$ cat src/rtl/jac_pkg.sv
`timescale 1ns / 1ps

package jac_pkg;

  // Sample and window entry widths
  localparam int RAW_W   = 12;
  localparam int ENTRY_W = 12;
  localparam int AXIS_W  = 11;

  // Moving-average window (power of two length)
  localparam int WINDOW_LEN = 8;
  localparam int WIN_LOG2   = $clog2(WINDOW_LEN);
  localparam int SUM_W      = ENTRY_W + WIN_LOG2;

  // Zero-point calibration (power of two sample count)
  localparam int CAL_SAMPLES = 32;
  localparam int CAL_LOG2    = $clog2(CAL_SAMPLES);
  localparam int CAL_SUM_W   = RAW_W + CAL_LOG2;

  // Offset scaling by SCALE_NUM / 2**SCALE_SHIFT
  localparam int SCALE_NUM   = 2000;
  localparam int SCALE_SHIFT = 12;
  localparam int DIFF_W      = RAW_W + 1;
  localparam int PROD_W      = 24;

  // Output clamp limit
  localparam int AXIS_LIMIT = 1000;

  // One window entry for both axes
  typedef struct packed {
    logic signed [ENTRY_W-1:0] x;
    logic signed [ENTRY_W-1:0] y;
  } jac_pair_t;

endpackage

$ cat src/rtl/jac_cell.sv
`timescale 1ns / 1ps

module jac_cell
  import jac_pkg::*;
(
  input  logic      clk,
  input  logic      rst,
  input  logic      shift,
  input  jac_pair_t din,
  output jac_pair_t q
);

  jac_pair_t entry;

  // Take the neighbor's entry on each window advance; start cleared
  always_ff @(posedge clk) begin
    if (rst) begin
      entry <= '0;
    end else if (shift) begin
      entry <= din;
    end
  end

  assign q = entry;

endmodule

$ cat src/rtl/joystick_axis_conditioner.sv
`timescale 1ns / 1ps

// Channel   Dir  Content
// s_axis    in   tdata: raw_x[11:0], raw_y[23:12], button_level[24], zero fill
// m_axis    out  tdata: axis_x[10:0], axis_y[21:11], pressed[22]; tuser: calibrated
//
// One item per cycle while the output accepts; stage one feeds the output register.
// Stage one scales the axis offsets (one constant multiply per axis), stage two
// advances the row of window cells and updates the running sums.
// Reset clears calibration, window cells and running sums; no clearing pass.
// A stalled output holds its item while stage one still takes one more item.
module joystick_axis_conditioner
  import jac_pkg::*;
(
  input  logic        clk,
  input  logic        rst,
  input  logic        s_axis_tvalid,
  output logic        s_axis_tready,
  input  logic [31:0] s_axis_tdata,   // raw_x, raw_y, button_level
  output logic        m_axis_tvalid,
  input  logic        m_axis_tready,
  output logic [23:0] m_axis_tdata,   // axis_x, axis_y, pressed
  output logic        m_axis_tuser    // calibrated
);

  localparam logic signed [PROD_W-1:0] ScaleK    = PROD_W'(SCALE_NUM);
  localparam logic signed [PROD_W-1:0] ScaleRnd  = PROD_W'((1 << SCALE_SHIFT) - 1);
  localparam logic signed [SUM_W-1:0]  MeanRnd   = SUM_W'(WINDOW_LEN - 1);
  localparam logic signed [ENTRY_W-1:0] LimitHi  = ENTRY_W'(AXIS_LIMIT);
  localparam logic signed [ENTRY_W-1:0] LimitLo  = -ENTRY_W'(AXIS_LIMIT);

  // Input fields
  logic [RAW_W-1:0] raw_x;
  logic [RAW_W-1:0] raw_y;
  logic             button_level;
  logic             in_fire;
  logic             move;

  assign raw_x        = s_axis_tdata[RAW_W-1:0];
  assign raw_y        = s_axis_tdata[2*RAW_W-1:RAW_W];
  assign button_level = s_axis_tdata[2*RAW_W];

  // Calibration state
  logic [CAL_LOG2-1:0]  cal_count;
  logic                 cal_done;
  logic [CAL_SUM_W-1:0] cal_sum_x;
  logic [CAL_SUM_W-1:0] cal_sum_y;
  logic [CAL_SUM_W-1:0] cal_sum_x_next;
  logic [CAL_SUM_W-1:0] cal_sum_y_next;
  logic [RAW_W-1:0]     zero_x;
  logic [RAW_W-1:0]     zero_y;

  assign cal_sum_x_next = cal_sum_x + CAL_SUM_W'(raw_x);
  assign cal_sum_y_next = cal_sum_y + CAL_SUM_W'(raw_y);

  // Accumulate the first samples, then set the zero points to their floor mean
  always_ff @(posedge clk) begin
    if (rst) begin
      cal_count <= '0;
      cal_done  <= 1'b0;
      cal_sum_x <= '0;
      cal_sum_y <= '0;
      zero_x    <= '0;
      zero_y    <= '0;
    end else if (in_fire && !cal_done) begin
      cal_count <= cal_count + CAL_LOG2'(1);
      cal_sum_x <= cal_sum_x_next;
      cal_sum_y <= cal_sum_y_next;
      if (cal_count == CAL_LOG2'(CAL_SAMPLES - 1)) begin
        cal_done <= 1'b1;
        zero_x   <= cal_sum_x_next[CAL_SUM_W-1:CAL_LOG2];
        zero_y   <= cal_sum_y_next[CAL_SUM_W-1:CAL_LOG2];
      end
    end
  end

  // Offset and scale, truncating toward zero
  logic signed [DIFF_W-1:0]  diff_x;
  logic signed [DIFF_W-1:0]  diff_y;
  logic signed [PROD_W-1:0]  prod_x;
  logic signed [PROD_W-1:0]  prod_y;
  logic signed [PROD_W-1:0]  adj_x;
  logic signed [PROD_W-1:0]  adj_y;

  assign diff_x = $signed({1'b0, zero_x}) - $signed({1'b0, raw_x});
  assign diff_y = $signed({1'b0, raw_y}) - $signed({1'b0, zero_y});
  assign prod_x = PROD_W'(diff_x) * ScaleK;
  assign prod_y = PROD_W'(diff_y) * ScaleK;
  assign adj_x  = prod_x + (prod_x[PROD_W-1] ? ScaleRnd : '0);
  assign adj_y  = prod_y + (prod_y[PROD_W-1] ? ScaleRnd : '0);

  // Stage one register
  logic      s1_valid;
  logic      s1_cal;
  logic      s1_pressed;
  jac_pair_t s1_val;

  assign move          = !m_axis_tvalid || m_axis_tready;
  assign s_axis_tready = !s1_valid || move;
  assign in_fire       = s_axis_tvalid && s_axis_tready;

  always_ff @(posedge clk) begin
    if (rst) begin
      s1_valid <= 1'b0;
    end else if (s_axis_tready) begin
      s1_valid <= s_axis_tvalid;
    end
  end

  always_ff @(posedge clk) begin
    if (in_fire) begin
      s1_cal     <= cal_done;
      s1_pressed <= !button_level;
      s1_val.x   <= adj_x[PROD_W-1:SCALE_SHIFT];
      s1_val.y   <= adj_y[PROD_W-1:SCALE_SHIFT];
    end
  end

  // Row of window cells, oldest entry at the far end
  logic      shift;
  jac_pair_t cell_q [WINDOW_LEN];

  assign shift = move && s1_valid && s1_cal;

  for (genvar i = 0; i < WINDOW_LEN; i++) begin : g_cell
    jac_cell u_cell (
      .clk   (clk),
      .rst   (rst),
      .shift (shift),
      .din   ((i == 0) ? s1_val : cell_q[(i == 0) ? 0 : i-1]),
      .q     (cell_q[i])
    );
  end

  // Running sums and clamped means
  logic signed [SUM_W-1:0]   run_sum_x;
  logic signed [SUM_W-1:0]   run_sum_y;
  logic signed [SUM_W-1:0]   run_sum_x_next;
  logic signed [SUM_W-1:0]   run_sum_y_next;
  logic signed [SUM_W-1:0]   madj_x;
  logic signed [SUM_W-1:0]   madj_y;
  logic signed [ENTRY_W-1:0] mean_x;
  logic signed [ENTRY_W-1:0] mean_y;
  logic signed [ENTRY_W-1:0] clip_x;
  logic signed [ENTRY_W-1:0] clip_y;

  assign run_sum_x_next = run_sum_x + SUM_W'(s1_val.x) - SUM_W'(cell_q[WINDOW_LEN-1].x);
  assign run_sum_y_next = run_sum_y + SUM_W'(s1_val.y) - SUM_W'(cell_q[WINDOW_LEN-1].y);
  assign madj_x = run_sum_x_next + (run_sum_x_next[SUM_W-1] ? MeanRnd : '0);
  assign madj_y = run_sum_y_next + (run_sum_y_next[SUM_W-1] ? MeanRnd : '0);
  assign mean_x = madj_x[SUM_W-1:WIN_LOG2];
  assign mean_y = madj_y[SUM_W-1:WIN_LOG2];

  always_comb begin
    priority if (mean_x > LimitHi) begin
      clip_x = LimitHi;
    end else if (mean_x < LimitLo) begin
      clip_x = LimitLo;
    end else begin
      clip_x = mean_x;
    end
    priority if (mean_y > LimitHi) begin
      clip_y = LimitHi;
    end else if (mean_y < LimitLo) begin
      clip_y = LimitLo;
    end else begin
      clip_y = mean_y;
    end
  end

  always_ff @(posedge clk) begin
    if (rst) begin
      run_sum_x <= '0;
      run_sum_y <= '0;
    end else if (shift) begin
      run_sum_x <= run_sum_x_next;
      run_sum_y <= run_sum_y_next;
    end
  end

  // Output register
  logic                     out_valid;
  logic signed [AXIS_W-1:0] axis_x;
  logic signed [AXIS_W-1:0] axis_y;
  logic                     pressed;
  logic                     calibrated;

  always_ff @(posedge clk) begin
    if (rst) begin
      out_valid <= 1'b0;
    end else if (move) begin
      out_valid <= s1_valid;
    end
  end

  always_ff @(posedge clk) begin
    if (move && s1_valid) begin
      pressed    <= s1_pressed;
      calibrated <= s1_cal;
      axis_x     <= s1_cal ? clip_x[AXIS_W-1:0] : '0;
      axis_y     <= s1_cal ? clip_y[AXIS_W-1:0] : '0;
    end
  end

  assign m_axis_tvalid = out_valid;
  assign m_axis_tdata  = {1'b0, pressed, axis_y, axis_x};
  assign m_axis_tuser  = calibrated;

endmodule
$ cat config.mk
export PLATFORM = sky130hd
export DESIGN_NAME = joystick_axis_conditioner
export DESIGN_NICKNAME = d
export VERILOG_FILES = /design/src/rtl/jac_pkg.sv /design/src/rtl/jac_cell.sv /design/src/rtl/joystick_axis_conditioner.sv
export SDC_FILE = /design/constraint.sdc
export NUM_CORES = 1
export LEC_CHECK = 0
export ABC_CLOCK_PERIOD_IN_PS = 10800
export BUFFER_PORTS_ARGS = -buffer_cell sky130_fd_sc_hd__buf_2
export CORE_UTILIZATION = 64
export DETAILED_ROUTE_END_ITERATION = 7
export PLACE_DENSITY = 0.81
export SLEW_MARGIN = 20
export SYNTH_ARGS = -nofsm -noshare
export SYNTH_HDL_FRONTEND = slang
export SYNTH_HIERARCHICAL = 1
export SYNTH_SLANG_ARGS = --single-unit
$ cat constraint.sdc
create_clock -name clk -period 10.8 [get_ports clk]
set_clock_uncertainty 0.15 [all_clocks]
set_input_delay 0 -clock clk [delete_from_list [all_inputs] [get_ports clk]]
set_output_delay 0 -clock clk [all_outputs]
set_load 0.005 [all_outputs]
* Yosys cells after proc, flatten, opt, wreduce, memory -nomap -nowiden
Index checks and enable logic that the tools add are counted.
** Word-level totals
- Output and inout port bits :: 27
- Word-level logic and storage cells :: 82
- Register bits after elaboration :: 338
** Operators by class
- $lt $le $gt $ge :: 4
- Reduce and logical (&&, ||, !) cells :: 15
- Equal/unequal tests :: 1
- $add $sub $neg :: 13
- Multiply operators :: 2
- Multiplexer cells :: 8
- Bitwise gates (word level) :: 1
** Operator list (count)
- 24-bit by 12-bit adder with 24-bit output :: 2
- 13-bit by 8-bit multiplier with 20-bit output (second input constant) :: 2
- 17-bit by 12-bit adder with 17-bit output :: 2
- 15-bit by 12-bit adder with 15-bit output :: 2
- 15-bit by 3-bit adder with 15-bit output :: 2
- 15-bit by 12-bit subtractor with 15-bit output :: 2
- 12-bit by 12-bit subtractor with 13-bit output :: 2
- 12-bit by 11-bit greater-than comparator with 1-bit output (second input constant) :: 2
- 12-bit by 11-bit < comparator with 1-bit output (second input constant) :: 2
- 12-bit two-way mux :: 2
- 11-bit two-way mux :: 2
- 10-bit two-way mux :: 2
- 3-bit two-way mux :: 2
- 3-bit OR reduction :: 2
- 5-bit by 1-bit adder with 5-bit output (second input constant) :: 1
- 5-bit == test (second input constant) :: 1
- 1-bit logical AND :: 4
- 1-bit zero test :: 4
- 2-bit OR reduction :: 2
- 1-bit logical OR :: 2
- 2-bit AND reduction :: 1
- 1-bit NOT :: 1

* Longest topological paths before layout
Gate-level depths: netlist of run 1.
- Word-level depth :: 7
- Mapped depth :: 36

* Modules after synthesis
Netlist of run 1, hierarchy kept.
** Modules (own cells, without submodules)
- joystick_axis_conditioner :: cells each 1983, sequential area each 3423.3 µm², area an instance 16443.3 µm², instances 1
- jac_cell :: cells each 77, sequential area each 480.5 µm², area an instance 869.6 µm², instances 8

* Worst setup path after synthesis of run 1
Ideal clock, no wire load.
- Path kind :: reg-to-reg
- Start point :: reg zero_x[0]
- End point :: reg s1_val[23] (netlist name) (data pin)
- Path buffers :: 1
- Cell stages (with the launch flop) :: 36
- Slack :: 2624 ps
- Data required time :: 10369 ps
- Data arrival time :: 7746 ps
- Path through :: dfxtp_1 > inv_1 > ha_1 > fa_1 > nor2b_1 > o21ai_0 > a21boi_0 > o21ai_1 > a21o_1 > xnor2_1 > xor2_1 > xnor2_1 > fa_1 > inv_1 > fa_1 > inv_1 > fa_1 > inv_1 > ha_1 > clkbuf_1 > nand2_1 > a21o_1 > or2_2 > o21ai_1 > a21o_1 > a21oi_1 > xnor2_1 > ha_1 > a21oi_1 > o21ai_0 > a31oi_1 > nor3b_1 > nand3_1 > nor4_2 > and4bb_1 > xor2_1
** On the way
- Longest elaborated chain between the ends :: 4
** Ends and longest elaborated chain
- start: declaration :: RTL line joystick_axis_conditioner.sv:50 : logic [RAW_W-1:0] zero_x;
- start signal: assignment :: RTL line joystick_axis_conditioner.sv:71 : zero_x <= cal_sum_x_next[CAL_SUM_W-1:CAL_LOG2];
- 12-bit by 12-bit subtractor with 13-bit output * :: RTL line joystick_axis_conditioner.sv:85 : assign diff_x = $signed({1'b0, zero_x}) - $signed({1'b0, raw_x});
- 13-bit by 8-bit multiplier with 20-bit output * :: RTL line joystick_axis_conditioner.sv:87 : assign prod_x = PROD_W'(diff_x) * ScaleK;
- 12-bit two-way mux :: RTL line joystick_axis_conditioner.sv:89 : assign adj_x = prod_x + (prod_x[PROD_W-1] ? ScaleRnd : '0);
- 24-bit by 12-bit adder with 24-bit output * :: RTL line joystick_axis_conditioner.sv:89
- via adj_x[23] :: RTL line joystick_axis_conditioner.sv:82 : logic signed [PROD_W-1:0] adj_x;
- end: declaration :: RTL line joystick_axis_conditioner.sv:96 : jac_pair_t s1_val;
Mark *: on every way through the listed nets, which the timed path passes. The rest lies on a longest branch.
A chain may end at the register's enable or synchronous reset.

* Worst setup path in the final report of run 1
Same ends and word-level chain as after synthesis.

==> reports/metrics.sh, run 1 <==
TIMING.FMAX_GHz=0.108
NUM-NETS-FINAL=2982
WL_MET3_MM=1.78
SYNTH-SEQ-AREA-SHARE_PCT=31.1
DRCVIOLATIONCOUNT=1
SYNTH.LIB_CELLS_USED.DISTINCT=94
NUMBER_OF_ENABLE_TYPE_REGISTER_CELLS_IN_THE_SYNTHESIZED_NETLIST=50
GRT_MAX_DEGREE=125
ROWS=69
ANTENNA_FOUND_INITIAL=0
POST_DRT_WL_PER_CELL_MICRONS=14.8
TIMING.SETUP.CRITICAL_PATH_CLASS='flip-flop to flip-flop'
CTS_HTREE_LEVELS=2
CLKLATENCYLATEPIN_NS=0.55
PLACE_CONGESTION=0.922
AREA_ENCLOSED_BY_THE_DIE_BOUNDARY_SQ_MM=0.0373
WORST_EP_ARRIVAL_TIME_NS=9.40
FIRST_PASS_GRT_WIRE_LENGTH_MM=80.1
PERIOD_SHARE_PCT=86.0
SYN_INST=2599
FLOORPLAN.INITIALDENSITY_PCT=65.5
AREA_DELTA_SYNTH_FINAL_PCT=7.27
CTS.SINK_COUNT=338
CRITICAL_PATH_REQUIRED_NS=10.91
ASYNCSETRESETFLOPFRACSYNTH_PCT=0
SYNTH-SEQ-CELLS=338
DIE_HEIGHT_MICRONS=193
CRIT_FAMILY='adder cells'
NETLIST_TOP_CELLS_COUNT='inv_1 (386), nor2_1 (302), dfxtp_1 (288)'
TOTALWIRELENGTH_MM=46.4
SLEW_VIOLATIONS=0
AVGSYNTHCELLAREA_SQ_UM=9.00
FIRSTDRTPASSITERS=7
YOSYS.AREA.TOP_TYPE='dfxtp_1'
RSZ0062_AT_GRT='false'
MAXCAPVIOLCOUNT=0
CTS_TREE='done'
FINAL_HOLD_VIOLATIONS=0
STATUS='complete, but fails checks'
NUMCTSBUFFERS=36
CRITICAL_PATH_LAUNCH_POINT_TYPE='flip-flop'
GLOBALROUTEOVERFLOWTOTAL=0
YOSYS-TOP-CELLS-AREA='dfxtp_1 (25%), ha_1 (10%), fa_1 (9.4%)'
DIE_X_MICRONS=193
FINAL_PERIOD_MINUS_WORST_SETUP_SLACK_NS=9.29
CORE_SQ_MM=0.0357
MAX_STAGE_DELAY_NS=0.67
DRIVE_GT1_SHARE_PCT=6.14
FIRST_GLOBAL_VIAS=17600
CTS.REPORTEDPATHS.CLKPINSLEW_NS=0.06
SYN_AREA_SQ_MM=0.0234
FINAL_CORE_UTILIZATION_PCT=70.2
WORSTMARGINPINSLEW_NS=0.950
PORT_BUFFERS=54
N_ANTENNA_CELL=0
MOST_USED_DFF_POST_SYNTH='dfxtp_1'
POSTCTSRESIZEDCELLS=0
CTS_ROOT_BUFFER='clkbuf_16'
POST_DP_CELL_AREA_SQ_MM=0.0237
TOP_LAYER='met4'
DR_TOTAL_VIAS=17500
WORSTPATHBUFFERINVERTERCOUNT=5
MAX-SLEW-MARGIN-REL_PCT=36.2
POST-DP-HPWL_MM=34.1
POST_DRT_VIA_CELL_RATIO=5.59
TIMING.HOLD.WORST.CLASS='input pin to flip-flop'
ROUTE.ANTENNA.REMAINING_NETS=0
CLOCK_TREE.BUFFER_DEPTH=3
PLACED_CELLS=3039
WIRELENGTH_MET1_MM=20.1
FINAL_CELLS=3131
END_KIND='flip-flop'
NFILLCELLS=2779
SYNTHMOSTINSTANTIATEDCELL='inv_1'
CRITICAL_PATH_PEAK_FANOUT=10
SLOWEST_STAGE='xnor2_1'
IOPINCOUNT=63
SYNTH_WARNINGS=6
CPMOSTUSEDCELL='inv_1'
GRT_USE_TOTAL_PCT=25.4
WL_MET2_MM=23.1
POSTLAYOUTCELLAREA_SQ_MM=0.0251
VIOLATIONS='DRC'
YOSYS.AREA.TOP_TYPE_SHARE_PCT=24.6
FINAL.SETUP.TNS_NS=0
FIRST_ITER_VIOLATIONS=815
SETUP_VIOL=0
==> registers in the layout, summed over array words and instances, names as in the netlist, 5 cells and up <==
signal	flops
g_cell.u_cell/q	192
s1_val	24
cal_sum_x	17
cal_sum_y	17
run_sum_x	15
run_sum_y	15
zero_x	12
zero_y	12
axis_x	11
axis_y	11
cal_count	5
==> through the flow <==
step | hold slack, ns | worst slack [ns]
final | 0.0657 | 1.51
after global routing | 0.108 | 0.666
after CTS | 0.0228 | 1.49
after detailed placement | 0.0923 | 1.54
after global placement | 0.0705 | 1.96
after floorplan | -0.0776 | 2.62
==> per-layer routing <==
metal | GRT usage, % | vias to the layer above
met1 | 30.7 | 8333
li1 | - | 8754
met2 | 45.9 | 312
met3 | 3.23 | 104
met5 | 0 | -
met4 | 9.57 | 0
==> worst min-delay path, cell delays in order <==
cell and delay [ns]:
buf_2 0.10, ha_1 0.25, nor3b_1 0.17, or3_1 0.12, a21oi_1 0.06
==> final cells by class <==
| cell class | instances | area, sq um | share of cell area, % |
|---|---|---|---|
| Tap cell | 461 | 577 | 2.30 |
| Clock buffer | 56 | 1060 | 4.22 |
| Clock inverter | 8 | 65.1 | 0.259 |
| Sequential cell | 338 | 7270 | 29.0 |
| Multi-Input combinational cell | 1785 | 14000 | 55.8 |
| Timing Repair Buffer | 93 | 646 | 2.57 |
| Inverter | 390 | 1470 | 5.86 |
==> logic make-up (layout without fill, tap and decap cells) <==
family	Yosys count	in the layout	synth area share, %
AO/OA/AOI/OAI	401	401	11.5
adder cells (fa/ha/maj)	302	302	19.7
flip-flops	338	338	31.1
buffers and inverters	478	547	9.08
XOR/XNOR	155	155	5.90
other	1	3	0.0160
multiplexers	197	197	8.43
AND/OR/NAND/NOR	727	727	14.3
==> placed cells by master (no fill, tap or decap), types with 14 or more instances in the layout <==
| master | count |
|---|---|
| a211oi_1 | 24 |
| a21o_1 | 29 |
| a21oi_1 | 140 |
| buf_2 | 53 |
| clkbuf_1 | 14 |
| clkbuf_16 | 38 |
| dfxtp_1 | 288 |
| dlygate4sd3_1 | 28 |
| edfxtp_1 | 50 |
| fa_1 | 110 |
| ha_1 | 192 |
| inv_1 | 385 |
| mux2i_1 | 197 |
| nand2_1 | 190 |
| nand2b_1 | 15 |
| nand3_1 | 38 |
| nand4_1 | 17 |
| nor2_1 | 301 |
| nor2b_1 | 20 |
| nor3_1 | 34 |
| o211ai_1 | 15 |
| o21a_1 | 30 |
| o21ai_0 | 55 |
| or3_1 | 18 |
| xnor2_1 | 91 |
| xor2_1 | 61 |
==> path summary, 6_finish.rpt <==
check                           depth (start not counted)             from  slack, ns      endpoint
worst min-delay path                                    5  s_axis_tdata[4]       0.07  cal_sum_x[4]
worst max register to register                         34        zero_x[0]       1.51    s1_val[23]
worst min register to register                          0       s1_pressed       0.27       pressed
worst max-delay path                                   34        zero_x[0]       1.51    s1_val[23]
==> repair_timing <==
item / 4_1_cts / 5_1_grt
hold buffers: 28 / 0
endpoints found under the hold margin: 140 / 0
setup buffers: 0 / 0
Power of run 1 is left out: the tool's default activity adds up to more than one toggle a clock period on the data nets, which glitch-free logic cannot reach.
==> run 2: changes to the inputs <==
--- a/config.mk
+++ b/config.mk
@@ -7,9 +7,10 @@
 export LEC_CHECK = 0
 export ABC_CLOCK_PERIOD_IN_PS = 10800
 export BUFFER_PORTS_ARGS = -buffer_cell sky130_fd_sc_hd__buf_2
-export CORE_UTILIZATION = 64
+export CORE_UTILIZATION = 50
 export DETAILED_ROUTE_END_ITERATION = 7
-export PLACE_DENSITY = 0.81
+export HOLD_SLACK_MARGIN = 0.12
+export PLACE_DENSITY = 0.66
 export SLEW_MARGIN = 20
 export SYNTH_ARGS = -nofsm -noshare
 export SYNTH_HDL_FRONTEND = slang
==> run 2 against run 1 <==
The run now ends clean. Setup slack better by 0.10 ns. Via count is 2.0% lower. First-iteration DRC count is 15% lower. Fmax is 1.1% higher. Critical path depth stayed put. Sequential share of layout area is 0.51 points lower. Global-route usage is 5.8 points lower. Die area is 28% higher. Utilization is 14 points lower. Critical endpoint unchanged. Largest cell class unchanged.
==> reports/metrics.sh, run 2 (synthesis results as in run 1) <==
STATUS='complete, no violations'  # was complete, but fails checks
POST-DP-HPWL_MM=34.0  # was 34.1 mm
ANTENNA_FOUND_INITIAL=0  # unchanged
PORT_BUFFERS=54  # unchanged
AREA_DELTA_SYNTH_FINAL_PCT=9.21  # was 7.27%
CLKLATENCYLATEPIN_NS=0.55  # about the same
SLEW_VIOLATIONS=0  # unchanged
SETUP.WORST_PATH.START='zero_x[0]'  # unchanged
GLOBALROUTEOVERFLOWTOTAL=0  # unchanged
RSZ0062_AT_GRT='false'  # unchanged
TIMING.HOLD.WORST.CLASS='input pin to flip-flop'  # unchanged
FINAL.SETUP.TNS_NS=0  # unchanged
FINAL-SEQ-AREA_SQ_MM=0.00727  # unchanged
MAX-SLEW-MARGIN-REL_PCT=27.1  # was 36.2%
MAXCAPVIOLCOUNT=0  # unchanged
LARGEST_REGISTER_FFS=192  # unchanged
CRITICAL_PATH_PEAK_FANOUT=10  # unchanged
DIE_X_MICRONS=218  # was 193 microns
GRT_USE_TOTAL_PCT=19.6  # was 25.4%
PLACED_CELLS=3178  # was 3039
CRITICAL_PATH_LAUNCH_POINT_TYPE='flip-flop'  # unchanged
ROWS=78  # was 69
AREA_ENCLOSED_BY_THE_DIE_BOUNDARY_SQ_MM=0.0477  # was 0.0373 sq mm
TIMING.SETUP.CRITICAL_PATH_CLASS='flip-flop to flip-flop'  # unchanged
FINAL_CELLS=3283  # was 3131
PLACE_CONGESTION=0.885  # was 0.922
DR_TOTAL_VIAS=17200  # was 17.5k
NUMCTSBUFFERS=37  # was 36
MULTI_INPUT_AREA_SQ_MM=0.0140  # unchanged
CRIT_END='s1_val[23]'  # unchanged
TIMING.FMAX_GHz=0.109  # was 0.108 GHz
CTS.SINK_COUNT=338  # unchanged
N_ANTENNA_CELL=0  # unchanged
CRITICAL_PATH.REG2REG.ENDPOINT='s1_val[23]'  # unchanged
SLOWEST_STAGE='xnor2_1'  # unchanged
CLOCK_TREE.BUFFER_DEPTH=3  # unchanged
FIRST_PASS_GRT_WIRE_LENGTH_MM=77.9  # was 80.1 mm
POST_DRT_WL_PER_CELL_MICRONS=14.0  # was 14.8 microns
FINAL_PERIOD_MINUS_WORST_SETUP_SLACK_NS=9.18  # was 9.29 ns
NFILLCELLS=4058  # was 2779
SETUP_VIOL=0  # unchanged
CTS.REPORTEDPATHS.CLKPINSLEW_NS=0.06  # about the same
END_KIND='flip-flop'  # unchanged
IOPINCOUNT=63  # unchanged
CRITICAL_PATH_REQUIRED_NS=10.91  # about the same
PERIOD_SHARE_PCT=85.0  # was 86.0%
CTS_HTREE_LEVELS=2  # unchanged
LENGTH_IN_CELLS_OF_THE_WORST_REG_TO_REG_PATH=34  # unchanged
ROUTE.ANTENNA.REMAINING_NETS=0  # unchanged
CTS_TREE='done'  # unchanged
CORE_SQ_MM=0.0458  # was 0.0357 sq mm
CPMOSTUSEDCELL='inv_1'  # unchanged
FINAL_HOLD_VIOLATIONS=0  # unchanged
POST_CTS_BUFFERS=0  # unchanged
TOTALWIRELENGTH_MM=46.0  # was 46.4 mm
MAX_STAGE_DELAY_NS=0.65  # was 0.67 ns
MOST-COMMON-LAYOUT-CELLS='inv_1 (385), nor2_1 (301), dfxtp_1 (288), mux2i_1 (197), ha_1 (192)'  # unchanged
FIRST_ITER_VIOLATIONS=694  # was 815
DRIVE_GT1_SHARE_PCT=6.60  # was 6.14%
FIRST_GLOBAL_VIAS=16600  # was 17.6k
WORSTMARGINPINSLEW_NS=1.09  # was 0.950 ns
POST_DRT_VIA_CELL_RATIO=5.23  # was 5.59
WORST_R2R_STARTPOINT='zero_x[0]'  # unchanged
DRCVIOLATIONCOUNT=0  # was 1
GRT_MAX_DEGREE=110  # was 125
DIE_HEIGHT_MICRONS=218  # was 193 microns
CTS_ROOT_BUFFER='clkbuf_16'  # unchanged
WORST_EP_ARRIVAL_TIME_NS=9.29  # was 9.40 ns
NUM-NETS-FINAL=2995  # was 2982
FIRSTDRTPASSITERS=5  # was 7
FLOORPLAN.INITIALDENSITY_PCT=51.1  # was 65.5%
MOSTFREQUENTLAYOUTCELL='inv_1'  # unchanged
RRSETUPSLACK_NS=1.62  # was 1.51 ns
==> run 2: per-layer routing <==
| metal | part of all wire, % | vias to the layer above | global-route usage (%) |
|---|---|---|---|
| li1 | - | 8753 | - |
| met1 | 46 | 8062 | 25.1 |
| met2 | 46 | 270 | 33.3 |
| met3 | 4.4 | 74 | 3.80 |
| met4 | 2.6 | 0 | 5.83 |
| met5 | 0 | - | 0 |
==> run 2: stage by stage <==
| stage | worst slack, ns | instance area [sq um] | hold slack [ns] | utilization, % |
|---|---|---|---|---|
| 2_1_floorplan | 2.62 | 23400 | -0.0776 | - |
| 3_3_place_gp | 1.83 | 23900 | 0.0711 | 52.1 |
| 3_5_place_dp | 1.57 | 23900 | 0.0963 | 52.1 |
| 4_1_cts | 1.53 | 25600 | 0.143 | 55.8 |
| 5_1_grt | 0.812 | 25600 | 0.187 | 55.8 |
| 6_report | 1.62 | 25600 | 0.178 | 55.8 |
==> run 2: area by class of cell <==
cell class,count,share of cell area [%]
inverters,390,5.76
flip-flops and latches,338,28.4
multi-input cells,1785,54.8
repair buffers,105,2.99
clock inverters,13,0.666
well taps,600,2.94
clock buffers,52,4.37
==> run 2: worst min path at each step <==
stage	depth (start not counted)	slack (ns)	start	to
final	5	0.18	m_axis_tready	m_axis_tvalid
after global routing	5	0.19	m_axis_tready	m_axis_tvalid
after CTS	5	0.14	m_axis_tready	m_axis_tvalid
after detailed placement	3	0.1	s_axis_tvalid	s1_valid
after global placement	3	0.07	s_axis_tvalid	s1_valid
after floorplan	1	-0.08	rst	g_cell[0].u_cell/q[0]
==> run 2: what timing repair did <==
action | CTS | global route
hold buffers | 40 | 0
resized for setup | 0 | 0
endpoints found under the hold margin | 155 | 0
==> run 2: worst max-delay path, delay by kind of cell (launching register included) <==
kind | cells | cell delay (ns)
adders and majority gates | 8 | 3.19
AOI/OAI and AO/OA | 11 | 2.26
and+or+nand+nor | 7 | 1.65
xor gates and xnor gates | 3 | 0.89
buffers and inverters | 5 | 0.40
DFF | 1 | 0.33
Power of run 2 is left out for the same reason.
